**config.mk**
```make
export PLATFORM = sky130hd
export DESIGN_NAME = group_reverse_stream_core
export DESIGN_NICKNAME = d
export VERILOG_FILES = /design/src/rtl/grs_pkg.sv /design/src/rtl/grs_ram.sv /design/src/rtl/grs_ctrl.sv /design/src/rtl/grs_ostage.sv /design/src/rtl/group_reverse_stream_core.sv
export VERILOG_INCLUDE_DIRS = /design/src /design/src/rtl
export SDC_FILE = /design/constraint.sdc
export NUM_CORES = 1
export LEC_CHECK = 0
export ABC_AREA = 1
export ABC_CLOCK_PERIOD_IN_PS = 6900
export BUFFER_PORTS_ARGS = -buffer_cell sky130_fd_sc_hd__buf_4
export CORE_MARGIN = 3
export CORE_UTILIZATION = 27
export CTS_BUF_LIST = sky130_fd_sc_hd__clkbuf_2
export CTS_CLUSTER_SIZE = 20
export DETAILED_ROUTE_END_ITERATION = 10
export SETUP_SLACK_MARGIN = 0.05
export SLEW_MARGIN = 0
export SYNTH_ARGS = -nofsm -noshare
export SYNTH_HDL_FRONTEND = slang
export SYNTH_SLANG_ARGS = --single-unit
```
**constraint.sdc**
```tcl
create_clock -name clk -period 6.9 [get_ports clk]
set_clock_uncertainty 0.1 [all_clocks]
set_input_delay 0 -clock clk [delete_from_list [all_inputs] [get_ports clk]]
set_output_delay 0 -clock clk [all_outputs]
set_load 0.01 [all_outputs]
```
**src/rtl/assert_macros.svh**
```systemverilog
// Assertion macros shared by the group reverse stream RTL.
// No dependencies; included by files that carry concurrent checks.
`ifndef ASSERT_MACROS_SVH
`define ASSERT_MACROS_SVH

// Same-cycle implication, disabled while reset is asserted (active low).
`define GRS_ASSERT_IMP(lbl, clk, rstn, ante, cons) \
  lbl: assert property (@(posedge clk) disable iff (!(rstn)) (ante) |-> (cons)) \
    else $error("assertion failed");

// Next-cycle implication, disabled while reset is asserted (active low).
`define GRS_ASSERT_NXT(lbl, clk, rstn, ante, cons) \
  lbl: assert property (@(posedge clk) disable iff (!(rstn)) (ante) |=> (cons)) \
    else $error("assertion failed");

`endif

```
**src/rtl/grs_pkg.sv**
```systemverilog
// Shared constants and types for the group reverse stream block.
// No dependencies; imported by grs_ctrl, grs_ostage, the top level and the testbench.
package grs_pkg;

  localparam int MAX_GROUP = 16;
  localparam int DATA_W    = 32;
  localparam int ADDR_W    = $clog2(MAX_GROUP);
  localparam int CNT_W     = $clog2(MAX_GROUP + 1);
  localparam int GS_W      = 5;

  localparam logic [GS_W-1:0] GS_RESET = GS_W'(1);

  typedef struct packed {
    logic              we;
    logic [ADDR_W-1:0] addr;
  } wr_req_t;

  typedef struct packed {
    logic              re;
    logic [ADDR_W-1:0] addr;
    logic              last;
  } rd_req_t;

endpackage

```
**src/rtl/grs_ram.sv**
```systemverilog
// Generic single-write, single-read RAM with registered read data.
// Standalone; no package dependency.
module grs_ram #(
  parameter int WIDTH = 32,
  parameter int DEPTH = 16
) (
  input  logic                     clk,
  input  logic                     we,
  input  logic [$clog2(DEPTH)-1:0] waddr,
  input  logic [WIDTH-1:0]         wdata,
  input  logic                     re,
  input  logic [$clog2(DEPTH)-1:0] raddr,
  output logic [WIDTH-1:0]         rdata
);

  logic [WIDTH-1:0] mem [DEPTH];
  logic [WIDTH-1:0] rdata_r;

  always_ff @(posedge clk) begin
    if (we) begin
      mem[waddr] <= wdata;
    end
    if (re) begin
      rdata_r <= mem[raddr];
    end
  end

  assign rdata = rdata_r;

endmodule

```
**src/rtl/grs_ctrl.sv**
```systemverilog
// Sequencer: group size register, held count, buffer write and drain address walk.
// Depends on grs_pkg and assert_macros.svh.
`include "assert_macros.svh"

module grs_ctrl (
  input  logic                       clk,
  input  logic                       rst_n,
  input  logic                       cfg_valid,
  output logic                       cfg_ready,
  input  logic [grs_pkg::GS_W-1:0]   cfg_group_size,
  input  logic                       in_valid,
  output logic                       in_ready,
  input  logic                       in_is_last_in,
  input  logic                       slot_free,
  output grs_pkg::wr_req_t           wr_req,
  output grs_pkg::rd_req_t           rd_req
);

  import grs_pkg::*;

  localparam logic ST_IDLE  = 1'b0;
  localparam logic ST_DRAIN = 1'b1;

  logic              state_r, state_nxt;
  logic [GS_W-1:0]   gs_r, gs_nxt;
  logic [CNT_W-1:0]  held_r, held_nxt;
  logic [CNT_W-1:0]  cnt_r, cnt_nxt;
  logic [ADDR_W-1:0] addr_r, addr_nxt;
  logic              rev_r, rev_nxt;
  logic              last_r, last_nxt;

  logic              in_fire;
  logic              issue;
  logic              has_room;
  logic [CNT_W-1:0]  n_held;
  logic [CNT_W-1:0]  eff_size;
  logic              full_grp;
  logic              flush;

  assign cfg_ready = 1'b1;
  assign in_ready  = (state_r == ST_IDLE);
  assign in_fire   = in_valid && in_ready;
  assign issue     = (state_r == ST_DRAIN) && slot_free;

  assign has_room = (held_r < CNT_W'(MAX_GROUP));
  assign n_held   = has_room ? held_r + CNT_W'(1) : held_r;

  // zero acts as one, anything past the buffer depth saturates
  always_comb begin
    if (gs_r == '0) begin
      eff_size = CNT_W'(1);
    end else if (CNT_W'(gs_r) > CNT_W'(MAX_GROUP)) begin
      eff_size = CNT_W'(MAX_GROUP);
    end else begin
      eff_size = CNT_W'(gs_r);
    end
  end

  assign full_grp = (n_held >= eff_size);
  assign flush    = full_grp || in_is_last_in;

  assign wr_req.we   = in_fire && has_room;
  assign wr_req.addr = held_r[ADDR_W-1:0];

  assign rd_req.re   = issue;
  assign rd_req.addr = addr_r;
  assign rd_req.last = last_r && (cnt_r == CNT_W'(1));

  always_comb begin
    gs_nxt    = gs_r;
    state_nxt = state_r;
    held_nxt  = held_r;
    cnt_nxt   = cnt_r;
    addr_nxt  = addr_r;
    rev_nxt   = rev_r;
    last_nxt  = last_r;
    if (cfg_valid) begin
      gs_nxt = cfg_group_size;
    end
    unique case (state_r)
      ST_IDLE: begin
        if (in_fire) begin
          if (flush) begin
            state_nxt = ST_DRAIN;
            held_nxt  = '0;
            cnt_nxt   = n_held;
            rev_nxt   = full_grp;
            last_nxt  = in_is_last_in;
            // reverse walk starts at the newest entry
            addr_nxt  = full_grp ? ADDR_W'(n_held - CNT_W'(1)) : '0;
          end else begin
            held_nxt = n_held;
          end
        end
      end
      ST_DRAIN: begin
        if (issue) begin
          cnt_nxt  = cnt_r - CNT_W'(1);
          addr_nxt = rev_r ? addr_r - ADDR_W'(1) : addr_r + ADDR_W'(1);
          if (cnt_r == CNT_W'(1)) begin
            state_nxt = ST_IDLE;
          end
        end
      end
      default: state_nxt = ST_IDLE;
    endcase
  end

  always_ff @(posedge clk) begin
    if (!rst_n) begin
      state_r <= ST_IDLE;
      gs_r    <= GS_RESET;
      held_r  <= '0;
      cnt_r   <= '0;
    end else begin
      state_r <= state_nxt;
      gs_r    <= gs_nxt;
      held_r  <= held_nxt;
      cnt_r   <= cnt_nxt;
    end
  end

  always_ff @(posedge clk) begin
    addr_r <= addr_nxt;
    rev_r  <= rev_nxt;
    last_r <= last_nxt;
  end

  `GRS_ASSERT_IMP(a_drain_cnt, clk, rst_n, state_r == ST_DRAIN, cnt_r != '0)
  `GRS_ASSERT_NXT(a_flush_drain, clk, rst_n, in_fire && flush, state_r == ST_DRAIN)
  `GRS_ASSERT_NXT(a_final_idle, clk, rst_n, issue && (cnt_r == CNT_W'(1)), state_r == ST_IDLE)
  `GRS_ASSERT_IMP(a_held_room, clk, rst_n, state_r == ST_IDLE, held_r < CNT_W'(MAX_GROUP))

endmodule

```
**src/rtl/grs_ostage.sv**
```systemverilog
// Output stage: tracks the RAM read register and the result register beat by beat.
// Depends on grs_pkg.
module grs_ostage (
  input  logic                       clk,
  input  logic                       rst_n,
  input  grs_pkg::rd_req_t           rd_req,
  input  logic [grs_pkg::DATA_W-1:0] ram_rdata,
  output logic                       slot_free,
  output logic                       out_valid,
  input  logic                       out_ready,
  output logic signed [grs_pkg::DATA_W-1:0] out_value,
  output logic                       out_is_last_out
);

  import grs_pkg::*;

  logic              rd_valid_r, rd_valid_nxt;
  logic              rd_last_r;
  logic              out_valid_r, out_valid_nxt;
  logic [DATA_W-1:0] out_value_r;
  logic              out_last_r;
  logic              xfer;

  // RAM read register holds its word until moved into the result register
  assign xfer      = rd_valid_r && (!out_valid_r || out_ready);
  assign slot_free = !rd_valid_r || xfer;

  always_comb begin
    rd_valid_nxt = rd_valid_r;
    if (rd_req.re) begin
      rd_valid_nxt = 1'b1;
    end else if (xfer) begin
      rd_valid_nxt = 1'b0;
    end
    out_valid_nxt = out_valid_r;
    if (xfer) begin
      out_valid_nxt = 1'b1;
    end else if (out_ready) begin
      out_valid_nxt = 1'b0;
    end
  end

  always_ff @(posedge clk) begin
    if (!rst_n) begin
      rd_valid_r  <= 1'b0;
      out_valid_r <= 1'b0;
    end else begin
      rd_valid_r  <= rd_valid_nxt;
      out_valid_r <= out_valid_nxt;
    end
  end

  always_ff @(posedge clk) begin
    if (rd_req.re) begin
      rd_last_r <= rd_req.last;
    end
    if (xfer) begin
      out_value_r <= ram_rdata;
      out_last_r  <= rd_last_r;
    end
  end

  assign out_valid       = out_valid_r;
  assign out_value       = out_value_r;
  assign out_is_last_out = out_last_r;

endmodule

```
**src/rtl/group_reverse_stream_core.sv**
```systemverilog
// Top level of the group reverse stream block: sequencer, group buffer RAM, output stage.
// Depends on grs_pkg, grs_ram, grs_ctrl and grs_ostage.
//
//   channel | ports                                    | direction
//   --------+------------------------------------------+----------
//   cfg     | cfg_valid cfg_ready cfg_group_size       | write in
//   in      | in_valid in_ready in_value in_is_last_in | beat in
//   out     | out_valid out_ready out_value out_is_last_out | beat out
//
// A beat that leaves its group open is accepted and in_ready stays high.
// A beat that closes a group of n values stops input while the buffer RAM is read,
// one entry per cycle through its single read port while the output stage has room.
// Results leave at one per cycle unless out_ready is low; stalls back up into the drain.
// Synchronous active-low reset; group size resets to 1, buffer contents are not cleared.
module group_reverse_stream_core (
  input  logic                              clk,
  input  logic                              rst_n,
  input  logic                              cfg_valid,
  output logic                              cfg_ready,
  input  logic [grs_pkg::GS_W-1:0]          cfg_group_size,
  input  logic                              in_valid,
  output logic                              in_ready,
  input  logic signed [grs_pkg::DATA_W-1:0] in_value,
  input  logic                              in_is_last_in,
  output logic                              out_valid,
  input  logic                              out_ready,
  output logic signed [grs_pkg::DATA_W-1:0] out_value,
  output logic                              out_is_last_out
);

  import grs_pkg::*;

  wr_req_t           wr_req;
  rd_req_t           rd_req;
  logic              slot_free;
  logic [DATA_W-1:0] ram_rdata;

  grs_ctrl u_ctrl (
    .clk            (clk),
    .rst_n          (rst_n),
    .cfg_valid      (cfg_valid),
    .cfg_ready      (cfg_ready),
    .cfg_group_size (cfg_group_size),
    .in_valid       (in_valid),
    .in_ready       (in_ready),
    .in_is_last_in  (in_is_last_in),
    .slot_free      (slot_free),
    .wr_req         (wr_req),
    .rd_req         (rd_req)
  );

  grs_ram #(
    .WIDTH (DATA_W),
    .DEPTH (MAX_GROUP)
  ) u_buf (
    .clk   (clk),
    .we    (wr_req.we),
    .waddr (wr_req.addr),
    .wdata (in_value),
    .re    (rd_req.re),
    .raddr (rd_req.addr),
    .rdata (ram_rdata)
  );

  grs_ostage u_ostage (
    .clk             (clk),
    .rst_n           (rst_n),
    .rd_req          (rd_req),
    .ram_rdata       (ram_rdata),
    .slot_free       (slot_free),
    .out_valid       (out_valid),
    .out_ready       (out_ready),
    .out_value       (out_value),
    .out_is_last_out (out_is_last_out)
  );

endmodule

```
==> run summary <==
Site Rows - 107
DIE HEIGHT - 301 microns
status - finished clean
Worst Hold Class - in -> reg
post-synth top area cell - edfxtp_1
clk_lat worst skew - 1.11 ns
largest net degree at the start of global routing - 168
post-synthesis adder-cell area fraction - 0.830%
reg2reg start - u_ctrl.held_r[0]
Synth Area in Simple Gates - 9.61%
DR vias - 15.2k
hold path depth - 4
Initial DRC Count - 1304
routed len/inst - 18.5 microns
Avg Vias per Cell - 4.67
Final TNS setup - 0 ns
CP delay by family, top - buffers and inverters
Critical Path RT - 7.85 ns
crit-path max cell delay - 0.56 ns
Slowest-stage cell, CP - dlygate4sd3_1
CTS tree - built
placed cell count - 2899
die width - 301 microns
initial antenna violation count - 7
DRC viols - 0
CP Class - reg -> reg
Pleak - 9.26 nW
Distinct cells, synth - 29
# Post-CTS Setup Buffers - 0
Compound-Gate Fraction of Synth Area - 10.4%
Reg2Reg Setup Slack - 3.25 ns
Tot GR Track Use - 13.1%
critical path peak fanout - 5
area delta synth->final - 17.5%
nets@finish - 2051
max cap viols - 0
Port Buf Inserts - 77
grt met3 use - 2.65%
sequential fraction of the synthesis area - 76.1%
Synth warnings - 0
WP data arrival - 4.59 ns
number of synthesized register bits - 602
clk buf depth - 3
Synth Cell Area - 23500 sq um
worst slew pin tran - 0.967 ns
Clock transition at path regs - 0.10 ns
layout cells sized above 1 - 16.3%
Total Wirelength - 60200 microns
largest family of logic cells by synthesized area - compound AO/OA/AOI/OAI gates
Root Driver - clkbuf_2
startpoint types - flop
CP Cell Sequence - inv_1 -> ha_1 -> inv_1 -> o21ai_0 -> ha_1 -> nand2_1 -> nor2_1 -> nand2_1 -> nand4_1 -> nand3_1 -> nand2_1 -> dlygate4sd3_1 -> nor2_1 -> dlygate4sd3_1
antenna-violating nets left - 0
worst reg2reg path depth - 14
Synth top area share - 74.6%
Avg Cell Area, Syn - 13.4 sq um
vias in the first global route - 15.4k
most frequent CP cell - nand2_1
total power per unit cell area - 289 nW/um^2
met2 Use GR - 22.6%
first-pass GRT wire length - 90600 microns
hpwl dp - 29000 microns
Achievable Freq - 274 MHz
met1 Use GR - 16.0%
min-delay src - rst_n
crit end category - flop
Power, Total - 7.98 mW
Buf+Inv Stages, Crit Path - 4
Hold Crit Endpoint - u_ctrl.gs_r[0]
post-synth net total - 1816
H-tree lvl count - 4
Tmin final - 3.65 ns
Inserted Clock Buffers - 140
Pre-antenna DRT Iters - 5
CORE AREA - 85800 sq um
multiplexer area fraction after synthesis - 0%
Max VDD drop - 0.000128 V
cells after synthesis - 1758
GP Congestion - 0.735
Layout Cells excl Fill - 3249
fin crit share - 52.8%
Final Hold Vio Count - 0
XOR/XNOR Fraction of Synth Area - 0.186%
Final Max Slew Viols - 0
final setup fails - 0
GRT busiest layer - met2
grt ovf - 0
Initial Util - 27.4%
RSZ-0062 raised after global routing - false
Worst R2R End - u_ctrl.cnt_r[0]
Die Area - 90700 sq um
Ports - 79
Synth area leaders - edfxtp_1 (75%), nor2_1 (6.3%), o21ai_0 (5.6%)
Rel. slew slack - 35.5%
clk sinks - 602
state kept, by name, indices dropped and copies added, names as in the netlist:
name and cells:
u_ctrl.held_r 5, u_ostage.rd_valid_r 1, u_ctrl.last_r 1, u_ctrl.state_r 1, u_ostage.out_is_last_out 1, u_ctrl.gs_r 5
u_ctrl.cnt_r 5, u_ctrl.rev_r 1, u_ostage.rd_last_r 1, u_ostage.out_value 32, u_ctrl.addr_r 4, u_buf.mem 512
u_ostage.out_valid 1, u_buf.rdata 32
area by class of cell:
cell class	instances	area, sq um
fillers	8419	58200
inverters	41	160
diodes	5	12.5
multi-input cells	1006	5070
clock buffers	197	986
well taps	1144	1430
repair buffers	202	1780
flip-flops and latches	602	17900
clock inverters	52	300
where the power goes:
group	internal, mW	total [mW]	switching [mW]
Clock	0.890	2.25	1.36
Combinational	0.464	1.51	1.04
Sequential	4.17	4.22	0.0486
Total	5.53	7.98	2.45
stage by stage:
step | util [%] | worst slack [ns] | area (sq um) | hold WS [ns]
after floorplan | - | 3.12 | 23500 | -0.00113
after global placement | 29.6 | 3.73 | 25400 | 0.102
after detailed placement | 29.6 | 3.68 | 25400 | 0.103
after CTS | 32.2 | 3.28 | 27600 | 0.00778
after global routing | 32.2 | 3.02 | 27600 | 0.0674
final | 32.2 | 3.25 | 27600 | 0.134
cell usage in the layout, fill, tap and decap left out, drive strengths merged:
| cell type | n |
|---|---|
| edfxtp | 584 |
| nor2 | 392 |
| o21ai | 273 |
| clkbuf | 197 |
| buf | 106 |
| dlygate4sd3 | 96 |
| nand2 | 92 |
| o211ai | 91 |
| nand3 | 80 |
| inv | 44 |
| clkinv | 44 |
| o221ai | 37 |
| dfxtp | 18 |
| ha | 14 |
| a21oi | 11 |
| diode | 5 |
| xor2 | 4 |
| nor3 | 3 |
| bufinv | 3 |
| nand4 | 2 |
| o22ai | 2 |
| clkinvlp | 2 |
| or4 | 1 |
| xnor2 | 1 |
| nand3b | 1 |
| fa | 1 |
| conb | 1 |
layer usage:
layer,wire length (microns),vias up
met3,3640,110
met2,30300,543
met4,1530,4
li1,-,7034
met1,24700,7475
met5,21,-
synthesized netlist by cell type (all sizes together):
cell type,instances
o22ai,2
dfxtp,18
o221ai,37
nand4,2
o211ai,91
inv,41
ha,14
a21oi,11
nor2,392
nor3,3
nand3b,1
xor2,4
buf,48
fa,1
conb,1
nand3,80
o21ai,273
xnor2,1
or4,1
clkbuf,61
nand2,92
edfxtp,584
logic make-up after synthesis:
family | after synthesis
xor gates and xnor gates | 5
adders and majority gates | 15
AOI/OAI and AO/OA | 414
buffers and inverters | 150
other | 1
DFF | 602
and+or+nand+nor | 571
worst register-to-register path, delay by kind of cell (launching register included):
family                     cells  cell delay (ns)
buffers and inverters          4             1.27
adders and majority gates      2             0.64
and+or+nand+nor                7             0.76
AOI/OAI and AO/OA              1             0.44
DFF                            1             0.41
how the worst max path moves through the flow:
stage,from,cells past startpoint,end,slack [ns]
floorplan,u_ctrl.state_r,6,u_buf.mem[3][0],3.12
global placement,u_ctrl.addr_r[0],9,u_buf.rdata[3],3.73
detailed placement,u_ctrl.addr_r[0],9,u_buf.rdata[3],3.68
CTS,u_ctrl.held_r[0],14,u_ctrl.cnt_r[0],3.28
global route,u_ctrl.held_r[1],14,u_ctrl.cnt_r[0],3.02
finish,u_ctrl.held_r[0],14,u_ctrl.cnt_r[0],3.25
repair_timing:
action / 4_1_cts / 5_1_grt
endpoints found under the hold margin: 690 / 0
hold buffers: 96 / 0
resized for setup: 0 / 0
Power figures use the tool's default switching activity.
